--- config.mk ---
export PLATFORM = sky130hd
export DESIGN_NAME = modular_exponentiation
export DESIGN_NICKNAME = d
export VERILOG_FILES = /design/src/hdl/modexp_pkg.sv /design/src/hdl/modexp_mulmod.sv /design/src/hdl/modular_exponentiation.sv
export SDC_FILE = /design/constraint.sdc
export NUM_CORES = 1
export LEC_CHECK = 0
export ABC_CLOCK_PERIOD_IN_PS = 5100
export BUFFER_PORTS_ARGS = -buffer_cell sky130_fd_sc_hd__buf_4
export CORE_MARGIN = 1
export CORE_UTILIZATION = 50
export CTS_BUF_LIST = sky130_fd_sc_hd__clkbuf_4 sky130_fd_sc_hd__clkbuf_8
export DETAILED_ROUTE_END_ITERATION = 8
export GPL_TIMING_DRIVEN = 1
export PLACE_DENSITY_LB_ADDON = 0.25
export SYNTH_ARGS = -nofsm -noshare
export SYNTH_HDL_FRONTEND = slang
export SYNTH_SLANG_ARGS = --single-unit
--- constraint.sdc ---
create_clock -name i_clk -period 5.1 [get_ports i_clk]
set_clock_uncertainty 0.05 [all_clocks]
set_input_delay 0.255 -clock i_clk [delete_from_list [all_inputs] [get_ports i_clk]]
set_output_delay 0.255 -clock i_clk [all_outputs]
set_load 0.1 [all_outputs]
--- src/hdl/modexp_pkg.sv ---
// Shared constants for the modular exponentiation block.
`default_nettype none

package modexp_pkg;

    // Width of each input field on the ports.
    localparam int FIELD_W = 32;
    // Width of the result field on the ports.
    localparam int RES_W = 31;

endpackage

`default_nettype wire

--- src/hdl/modexp_mulmod.sv ---
// Bit-serial modular multiplier: one multiplier bit per cycle, MSB first.
`default_nettype none

module modexp_mulmod #(
    parameter int W = 32
) (
    input  logic         i_clk,
    input  logic         i_rst_n,
    input  logic         i_start,
    input  logic [W-2:0] i_a,
    input  logic [W-1:0] i_b,
    input  logic [W-2:0] i_m,
    output logic         o_done,
    output logic [W-2:0] o_r
);

    localparam int CW = $clog2(W + 1);

    logic          r_busy;
    logic          r_done;
    logic [CW-1:0] r_cnt;
    logic [W-2:0]  r_a;
    logic [W-2:0]  r_m;
    logic [W-1:0]  r_b;
    logic [W-2:0]  r_r;

    logic [W:0]    w_dbl;
    logic [W:0]    w_add;
    logic [W:0]    w_sum;
    logic [W:0]    w_m1;
    logic [W:0]    w_m2;
    logic [W:0]    n_r;

    // With r below m and a at most m, 2r + a stays below 3m, so at most
    // two subtractions of m bring it back into range.
    assign w_dbl = {1'b0, r_r, 1'b0};
    assign w_add = r_b[W-1] ? {2'b00, r_a} : '0;
    assign w_sum = w_dbl + w_add;
    assign w_m1  = {2'b00, r_m};
    assign w_m2  = {1'b0, r_m, 1'b0};

    always_comb begin
        if (w_sum >= w_m2) begin
            n_r = w_sum - w_m2;
        end else if (w_sum >= w_m1) begin
            n_r = w_sum - w_m1;
        end else begin
            n_r = w_sum;
        end
    end

    always_ff @(posedge i_clk) begin
        if (!i_rst_n) begin
            r_busy <= 1'b0;
            r_done <= 1'b0;
            r_cnt  <= '0;
        end else begin
            r_done <= r_busy && (r_cnt == CW'(1));
            if (i_start) begin
                r_busy <= 1'b1;
                r_cnt  <= CW'(W);
            end else if (r_busy) begin
                r_cnt <= r_cnt - CW'(1);
                if (r_cnt == CW'(1)) begin
                    r_busy <= 1'b0;
                end
            end
        end
    end

    always_ff @(posedge i_clk) begin
        if (i_start) begin
            r_a <= i_a;
            r_m <= i_m;
            r_b <= i_b;
            r_r <= '0;
        end else if (r_busy) begin
            r_r <= n_r[W-2:0];
            r_b <= {r_b[W-2:0], 1'b0};
        end
    end

    assign o_done = r_done;
    assign o_r    = r_r;

endmodule

`default_nettype wire

--- src/hdl/modular_exponentiation.sv ---
// An error transaction gives its result in the cycle after acceptance. Otherwise the
// block runs L + 1 modular multiplies, L the bit length of the exponent; each one is
// launched through a start register, runs the bit-serial multiplier one multiplier bit
// at a time, and its result is taken once both multiplier units report done.
// One transaction at a time: busy stays high until the result strobe, and the receiver
// cannot stall. Reset is synchronous, active low, and returns the block to idle.
`default_nettype none

module modular_exponentiation #(
    parameter int WIDTH = 32
) (
    input  logic                                 i_clk,
    input  logic                                 i_rst_n,
    input  logic                                 start,
    output logic                                 busy,
    input  logic signed [modexp_pkg::FIELD_W-1:0] i_base,
    input  logic signed [modexp_pkg::FIELD_W-1:0] i_exponent,
    input  logic signed [modexp_pkg::FIELD_W-1:0] i_modulus,
    output logic                                 o_valid,
    output logic [modexp_pkg::RES_W-1:0]         o_result,
    output logic                                 o_error
);

    import modexp_pkg::*;

    localparam int VW = WIDTH - 1;

    typedef enum logic [2:0] {
        S_IDLE   = 3'b001,
        S_REDUCE = 3'b010,
        S_MUL    = 3'b100
    } t_state;

    t_state             r_state, n_state;
    logic               r_go, n_go;
    logic [VW-1:0]      r_e, n_e;
    logic [VW-1:0]      r_m, n_m;
    logic               r_bneg, n_bneg;
    logic [WIDTH-1:0]   r_bmag, n_bmag;
    logic [VW-1:0]      r_acc, n_acc;
    logic [VW-1:0]      r_base, n_base;
    logic               r_valid, n_valid;
    logic [RES_W-1:0]   r_result, n_result;
    logic               r_error, n_error;

    logic [WIDTH-1:0]   w_base_v;
    logic [WIDTH-1:0]   w_exp_v;
    logic [WIDTH-1:0]   w_mod_v;
    logic [WIDTH-1:0]   w_bmag;
    logic               w_err;
    logic [VW-1:0]      w_a0;
    logic [WIDTH-1:0]   w_b0;
    logic [VW-1:0]      w_r0;
    logic [VW-1:0]      w_r1;
    logic               w_done0;
    logic               w_done1;
    logic               w_done;
    logic [VW-1:0]      w_fix;
    logic [VW-1:0]      w_one;
    logic [VW-1:0]      w_acc_mul;
    logic [VW-1:0]      w_e_sh;

    // Each field is read as a WIDTH-bit two's complement value.
    assign w_base_v = WIDTH'(i_base);
    assign w_exp_v  = WIDTH'(i_exponent);
    assign w_mod_v  = WIDTH'(i_modulus);
    assign w_bmag   = w_base_v[WIDTH-1] ? (~w_base_v + WIDTH'(1)) : w_base_v;
    assign w_err    = w_exp_v[WIDTH-1] | w_mod_v[WIDTH-1] | (w_mod_v == '0);

    // Unit 0 first reduces the base (1 * |base| mod m), then multiplies the
    // accumulator; unit 1 squares the base alongside it.
    assign w_a0 = (r_state == S_REDUCE) ? VW'(1) : r_acc;
    assign w_b0 = (r_state == S_REDUCE) ? r_bmag : {1'b0, r_base};

    modexp_mulmod #(.W(WIDTH)) u_mul_acc (
        .i_clk   (i_clk),
        .i_rst_n (i_rst_n),
        .i_start (r_go),
        .i_a     (w_a0),
        .i_b     (w_b0),
        .i_m     (r_m),
        .o_done  (w_done0),
        .o_r     (w_r0)
    );

    modexp_mulmod #(.W(WIDTH)) u_mul_sq (
        .i_clk   (i_clk),
        .i_rst_n (i_rst_n),
        .i_start (r_go),
        .i_a     (r_base),
        .i_b     ({1'b0, r_base}),
        .i_m     (r_m),
        .o_done  (w_done1),
        .o_r     (w_r1)
    );

    assign w_done    = w_done0 & w_done1;
    // Floor modulo of a negative base: a nonzero remainder is flipped to m - r.
    assign w_fix     = (r_bneg && (w_r0 != '0)) ? (r_m - w_r0) : w_r0;
    assign w_one     = (r_m == VW'(1)) ? '0 : VW'(1);
    assign w_acc_mul = r_e[0] ? w_r0 : r_acc;
    assign w_e_sh    = r_e >> 1;

    always_comb begin
        n_state  = r_state;
        n_go     = 1'b0;
        n_e      = r_e;
        n_m      = r_m;
        n_bneg   = r_bneg;
        n_bmag   = r_bmag;
        n_acc    = r_acc;
        n_base   = r_base;
        n_valid  = 1'b0;
        n_result = r_result;
        n_error  = r_error;
        case (r_state)
            S_IDLE: begin
                if (start) begin
                    if (w_err) begin
                        n_valid  = 1'b1;
                        n_result = '0;
                        n_error  = 1'b1;
                    end else begin
                        n_state = S_REDUCE;
                        n_go    = 1'b1;
                        n_e     = w_exp_v[VW-1:0];
                        n_m     = w_mod_v[VW-1:0];
                        n_bneg  = w_base_v[WIDTH-1];
                        n_bmag  = w_bmag;
                    end
                end
            end
            S_REDUCE: begin
                if (w_done) begin
                    n_base = w_fix;
                    n_acc  = w_one;
                    if (r_e == '0) begin
                        n_state  = S_IDLE;
                        n_valid  = 1'b1;
                        n_result = RES_W'(w_one);
                        n_error  = 1'b0;
                    end else begin
                        n_state = S_MUL;
                        n_go    = 1'b1;
                    end
                end
            end
            S_MUL: begin
                if (w_done) begin
                    n_acc  = w_acc_mul;
                    n_base = w_r1;
                    n_e    = w_e_sh;
                    if (w_e_sh == '0) begin
                        n_state  = S_IDLE;
                        n_valid  = 1'b1;
                        n_result = RES_W'(w_acc_mul);
                        n_error  = 1'b0;
                    end else begin
                        n_go = 1'b1;
                    end
                end
            end
            default: begin
                n_state = S_IDLE;
            end
        endcase
    end

    always_ff @(posedge i_clk) begin
        if (!i_rst_n) begin
            r_state <= S_IDLE;
            r_go    <= 1'b0;
            r_valid <= 1'b0;
        end else begin
            r_state <= n_state;
            r_go    <= n_go;
            r_valid <= n_valid;
        end
    end

    always_ff @(posedge i_clk) begin
        r_e      <= n_e;
        r_m      <= n_m;
        r_bneg   <= n_bneg;
        r_bmag   <= n_bmag;
        r_acc    <= n_acc;
        r_base   <= n_base;
        r_result <= n_result;
        r_error  <= n_error;
    end

    assign busy     = (r_state != S_IDLE);
    assign o_valid  = r_valid;
    assign o_result = r_result;
    assign o_error  = r_error;

endmodule

`default_nettype wire

==> After elaboration in Yosys (flattened, before gate mapping) <==
Index checks and enable logic that the tools add are counted.
{ "op_classes": {"addsub": 10, "n_lt_le_gt_ge": 4, "n_eq_ne": 14, "muxes": 70, "bitwise_logic": 6, "reduce_logical": 18} }
{ "ops": {"columns": ["operator", "n"], "rows": [
  ["$mux 31", 24],
  ["$pmux 31 s2", 3],
  ["$sub 31x31->31", 5],
  ["$mux 32", 3],
  ["$pmux 31 s3", 1],
  ["$add 32x31->33", 2],
  ["$ge 33x31->1", 2],
  ["$ge 33x32->1", 2],
  ["$logic_not 31->1", 2],
  ["$add 32x1->32 const B", 1],
  ["$logic_not 32->1", 1],
  ["$not 32->32", 1],
  ["$eq 31x1->1 const B", 1],
  ["$reduce_bool 31->1", 1],
  ["$mux 1", 25],
  ["$mux 6", 4],
  ["$mux 3", 6],
  ["$eq 6x1->1 const B", 2],
  ["$ne 2x2->1 const B", 6],
  ["$sub 6x1->6 const B", 2],
  ["$pmux 1 s3", 3],
  ["$pmux 3 s3", 1],
  ["$reduce_bool 2->1", 4],
  ["$reduce_and 7->1", 1],
  ["other kinds (14)", 19]
]} }
{ "word_totals": {"regBits": 429, "in_bits": 99, "output_inout_bits": 34, "wordCells": 150} }

==> Depth between registers and ports, before layout <==
{ "logic_depth": {"word_depth": 5, "ltp_mapped": 27, "ltp_nobuf": 24} }

==> Hierarchy <==
Synthesis repeated with hierarchy kept, for this count alone.
{ "hier_totals": {"hier_cells": 3217, "hier_area_um2": 31405.1} }
{ "modules_own_cells": {"columns": ["mod", "n_inst", "cells_each", "area_per_inst_um2"], "rows": [
  ["modexp_mulmod at u_mul_acc", 1, 1162, 10764.1],
  ["modular_exponentiation", 1, 999, 10617.7],
  ["modexp_mulmod at u_mul_sq", 1, 1056, 10023.4]
]} }

==> Least setup slack after synthesis <==
OpenSTA, ideal clock, no wires.
{ "synth_timing": {"path_type": "reg2reg", "startpoint": "reg u_mul_acc.r_b[31]", "endpoint": "reg u_mul_acc.r_r[0], in the netlist u_mul_acc.o_r[0]", "setup_ns": 0.086, "arrival_time_ns": 5.060, "required_time_ns": 4.964, "setup_slack_ns": -0.096, "path_stages_with_launch": 25, "path_buffers": 3, "synth_period_minus_slack_ns": 5.196, "path_cell_list": "edfxtp_1 > clkbuf_1 > and2_1 > ha_1 > a2111oi_4 > o21ai_0 > a31oi_1 > nor2b_1 > o21ai_0 > a21o_1 > a21oi_1 > xnor2_1 > ha_1 > a21o_1 > a21o_1 > a21o_1 > nor3_1 > a21oi_1 > a31oi_1 > and2_0 > clkbuf_1 > and2_1 > buf_4 > mux2_2 > a211oi_1"} }
{ "synth_between": {"elab_chain_len": 5, "elab_cells_between_ends": 8} }
{ "synth_rtl": {"columns": ["element", "line_no", "source"], "rows": [
  ["from (decl)", "modexp_mulmod.sv:24", "logic [W-1:0] r_b;"],
  ["from (signal assigned)", "modexp_mulmod.sv:75", "r_b <= i_b;"],
  ["from (signal assigned)", "modexp_mulmod.sv:79", "r_b <= {r_b[W-2:0], 1'b0};"],
  ["$mux 31 *", "modexp_mulmod.sv:37", "assign w_add = r_b[W-1] ? {2'b00, r_a} : '0;"],
  ["$add 32x31->33 *", "modexp_mulmod.sv:38", "assign w_sum = w_dbl + w_add;"],
  ["$sub 31x31->31 / $ge 33x31->1 (equally long branches)", "modexp_mulmod.sv:46, modexp_mulmod.sv:45", null],
  ["$mux 31", "modexp_mulmod.sv:45", "end else if (w_sum >= w_m1) begin"],
  ["$mux 31 *", "modexp_mulmod.sv:43", "if (w_sum >= w_m2) begin"],
  ["to (signal assigned)", "modexp_mulmod.sv:78", "r_r <= n_r[W-2:0];"],
  ["to (decl)", "modexp_mulmod.sv:25", "logic [W-2:0] r_r;"]
]} }
Mark *: on every way between the ends. The rest lies on a longest branch, timed or not.
A chain may end at the register's enable or synchronous reset.

==> Worst setup path after layout <==
{ "layout_timing": {"startpoint": "reg u_mul_sq.r_b[31]", "endpoint": "reg u_mul_sq.r_r[17], in the netlist u_mul_sq.o_r[17]"} }
{ "layout_between": {"elab_chain_len": 5, "elab_cells_between_ends": 8} }
{ "layout_rtl": {"columns": ["element", "line_no"], "rows": [
  ["from (decl)", "modexp_mulmod.sv:24"],
  ["from (signal assigned)", "modexp_mulmod.sv:75"],
  ["from (signal assigned)", "modexp_mulmod.sv:79"],
  ["$mux 31 *", "modexp_mulmod.sv:37"],
  ["$add 32x31->33 *", "modexp_mulmod.sv:38"],
  ["$sub 31x31->31 / $ge 33x31->1 (equally long branches)", "modexp_mulmod.sv:46, modexp_mulmod.sv:45"],
  ["$mux 31", "modexp_mulmod.sv:45"],
  ["$mux 31 *", "modexp_mulmod.sv:43"],
  ["to (signal assigned)", "modexp_mulmod.sv:78"],
  ["to (decl)", "modexp_mulmod.sv:25"]
]} }
Marks and branches as above.

==> flow_summary.rst <==
.. list-table::
   :header-rows: 1

   * - Metric
     - Value
   * - Outcome
     - finished with violations
   * - Violated checks
     - negative setup slack
   * - Total grt overflow
     - 0
   * - Relative slew margins
     - 11.63%
   * - Number of placed instances, taps included
     - 4386
   * - Transition time of the tightest slew-check pin
     - 1.321 ns
   * - CTS tree
     - yes
   * - Vias per cell
     - 5.944
   * - Net switching component of the power
     - 0.01325 W
   * - Maximum number of pins on one net before global-route repair
     - 173
   * - Leak
     - 16.99 nW
   * - Crit end category
     - register
   * - Residual DRC count
     - 0
   * - Number of core rows
     - 88
   * - Seq cells post-synth
     - 429
   * - Non-filler instance count after layout
     - 4729
   * - Number of buffers added by the clock tree synthesis step
     - 77
   * - Final period util
     - 104.2%
   * - X dimension of the die
     - 243.3 µm
   * - Number of enable-type register cells in the synthesized netlist
     - 345
   * - Area of the mapped netlist
     - 29100 µm²
   * - Vias
     - 28110
   * - Worst Hold Path Cells
     - 6
   * - Cell count after synthesis
     - 3083
   * - Area growth from synthesis to layout
     - 39.90%
   * - Routed len/inst
     - 23.02 µm
   * - Die extent in y
     - 243.3 µm
   * - Part of the power in registers
     - 15.7%
   * - Timing-limited maximum frequency
     - 188.2 MHz
   * - Total detailed-routing wirelength
     - 108.9 mm
   * - Critical-path maximum fanout
     - 6
   * - Dominant synthesized flop cell
     - sky130_fd_sc_hd__edfxtp_1
   * - Clock network latency to the later pin of the worst-skew pair
     - 0.72 ns
   * - Die outline area
     - 59180 µm²
   * - Min-delay worst type
     - in -> reg
   * - First-iteration detailed-routing DRC count
     - 2588
   * - Portion of the post-synthesis area used by sequential elements
     - 41.38%
   * - Clock Power Share
     - 13.1%
   * - Finish-stage setup viols
     - 51
   * - WS Path Type
     - reg -> reg
   * - Post-route ant nets
     - 0
   * - Hold_ws
     - 0.1459 ns
   * - Total power after layout
     - 0.02962 W
   * - Worst reg2reg path depth
     - 26
   * - # fillers
     - 4176
   * - Unrepaired setup endpoints after global routing
     - true
   * - HPWL after detailed placement
     - 76.71 mm
   * - Buffer cell driving the clock tree root
     - sky130_fd_sc_hd__clkbuf_8
   * - Combinational Power Share
     - 71.2%
   * - Post-Syn Nets
     - 3408
   * - Type of origin of the critical path
     - register
   * - CTS max path bufs
     - 3
   * - Sw frac
     - 44.72%
   * - Critical path's slowest cell
     - sky130_fd_sc_hd__a211o_4
   * - Fin. max-slew vios
     - 0
   * - Number of sinks on the clock net
     - 429
   * - Number of maximum-capacitance violations
     - 0
   * - Total internal power
     - 0.01637 W
   * - Weighted congestion at the end of routability-driven global placement
     - 0.9583
   * - CP arrival
     - 5.85 ns
   * - Worst EP required
     - 5.64 ns
   * - Starting utilization of the core area
     - 50.54%
   * - Number of buffer cells added on primary ports
     - 132
   * - Final Hold Fails
     - 0
   * - Delay-heaviest family, CP
     - compound AO/OA/AOI/OAI gates
   * - Worst setup margin
     - -0.2135 ns
   * - Cell count along the critical path
     - 26
   * - Number of global-route vias before repair
     - 27498
   * - CORE AREA
     - 57590 µm²
   * - Share of cells above drive strength 1
     - 31.94%
   * - CTS clk-pin slew, worst paths
     - 0.07 ns
   * - Initial antenna violation count
     - 2
   * - CP dominant cell by count
     - sky130_fd_sc_hd__buf_6
   * - Final core utilization
     - 70.70%
   * - H-tree level count
     - 3
   * - Post-layout minimum cycle time
     - 5.314 ns
   * - Pre-antenna DRT Iters
     - 8
   * - Total routing usage reported by global routing
     - 35.41%
   * - Async set-reset flop share out of synthesis
     - 0%
   * - First-pass GRT wire length
     - 160.7 mm
   * - Count of yosys warnings during synthesis
     - 0
   * - Final sum of negative setup slack
     - -4.169 ns
   * - Post-Syn Area per Cell
     - 9.440 µm²
   * - Cell Pwr Density
     - 727.5 nW/µm²
   * - Number of nets in the finished design
     - 4225
   * - Number of ports placed on the die boundary
     - 133
   * - Worst-case vdd ir drop
     - 0.0004278 V
   * - CP Buf/Inv Count
     - 6
   * - Synth cell types
     - 90
   * - Worst path max stage delay
     - 0.42 ns
## through the flow
stage / cell area [µm²] / setup WS (ns)
global route: 40710 / -0.3931
global placement: 34620 / -0.5584
finish: 40710 / -0.2135
detailed placement: 34620 / -0.7775
CTS: 39040 / -0.09836
floorplan: 29120 / 0.03280
## worst paths after layout
path                            to        startpoint  slack (ns)
setup / recovery  u_mul_sq.o_r[17]  u_mul_sq.r_b[31]       -0.21
hold / removal          r_state[2]     i_modulus[31]        0.15
setup reg to reg  u_mul_sq.o_r[17]  u_mul_sq.r_b[31]       -0.21
hold reg to reg   u_mul_sq.r_a[26]        r_base[26]        0.45
## power by group through the flow
stage	logic [W]	clock network (W)	registers [W]
floorplan	0.00939	0	0.00502
global placement	0.0165	0	0.00464
detailed placement	0.0167	0	0.00464
CTS	0.0183	0.00389	0.00463
global route	0.0224	0.00405	0.00467
finish	0.0211	0.00387	0.00465
## worst min-delay path: stages
cell,delay [ns]
sky130_fd_sc_hd__buf_4,0.09
sky130_fd_sc_hd__nor2_1,0.03
sky130_fd_sc_hd__o21ai_0,0.08
sky130_fd_sc_hd__buf_4,0.20
sky130_fd_sc_hd__nand2_1,0.07
sky130_fd_sc_hd__a21oi_1,0.14
## registers in the layout, summed over array words and instances, names as in the netlist, 3 cells and up
name / cells
u_mul_sq.r_a: 31
u_mul_acc.r_a: 31
r_m: 31
u_mul_sq.o_r: 31
u_mul_acc.o_r: 31
u_mul_sq.r_b: 32
o_result: 31
u_mul_sq.r_m: 31
r_e: 31
r_base: 31
r_acc: 31
u_mul_acc.r_b: 32
u_mul_acc.r_cnt: 6
r_state: 3
r_bmag: 32
u_mul_sq.r_cnt: 6
## routing by layer
| metal | wire (µm) | GRT usage (%) |
|---|---|---|
| met2 | 48490 | 54.66 |
| met1 | 47010 | 49.43 |
| met3 | 8918 | 5.816 |
| met4 | 4452 | 14.26 |
| met5 | 0 | 0 |
## cell type report
type	count	area [µm²]	share of cell area (%)
inverter	134	503.0	1.235
clock inverter	34	459.2	1.128
antenna	3	7.507	0.01844
timing repair buffer	848	7002	17.20
tap	765	957.2	2.351
clock buffer	106	1346	3.307
multi-input combinational	2410	18390	45.17
sequential	429	12050	29.60
## layout by cell type (no fill, tap or decap), drive strengths merged, types with 22 or more instances in the layout
cell type / Yosys / final
a211oi: 50 / 50
a21o: 90 / 90
a21oi: 243 / 243
a31oi: 51 / 51
and2: 112 / 112
buf: 26 / 737
clkbuf: 84 / 108
dfxtp: 84 / 84
dlygate4sd3: 0 / 109
edfxtp: 345 / 345
ha: 219 / 219
inv: 134 / 139
mux2: 39 / 39
mux2i: 60 / 60
nand2: 321 / 321
nand2b: 41 / 41
nand3: 53 / 53
nand4: 25 / 25
nor2: 281 / 281
nor2b: 23 / 23
nor3: 58 / 58
nor4: 34 / 34
o21a: 42 / 42
o21ai: 181 / 181
o21bai: 28 / 28
or3: 22 / 22
xnor2: 144 / 144
xor2: 73 / 73
## logic make-up after synthesis
family	synth area share (%)
simple gates	16.69
xor+xnor	6.531
mux	3.611
buf+inv	3.310
compound gates	18.59
fa+ha+maj	9.897
flops	41.38
## synthesized netlist by cell type (all sizes together), types with 22 or more instances
cell type    n  area share, %
nor2       281            3.6
nand4       25           0.54
o21ai      181            3.1
nand2b      41           0.92
dfxtp       84            5.8
nor3        58            1.0
a211oi      50            1.3
o21a        42            1.1
ha         219            9.4
clkbuf      84            1.1
nand2      321            4.1
nor2b       23           0.49
nor4        34           0.73
a21o        90            2.3
or3         22           0.47
and2       112            2.4
mux2i       60            2.1
nand3       53           0.93
a31oi       51            1.1
buf         26           0.50
inv        134            1.7
xor2        73            2.2
mux2        39            1.5
a21oi      243            4.2
xnor2      144            4.3
edfxtp     345             36
o21bai      28           0.72
## what timing repair did
action | CTS | global route
setup endpoints to repair | 62 | 62
pin swaps | 110 | 169
hold endpoints to repair | 106 | 0
setup buffers | 54 | 42
cloned | 3 | 2
gates resized for setup | 222 | 295
hold buffers | 109 | 0
Note: power is estimated with default switching activity, not from simulation.
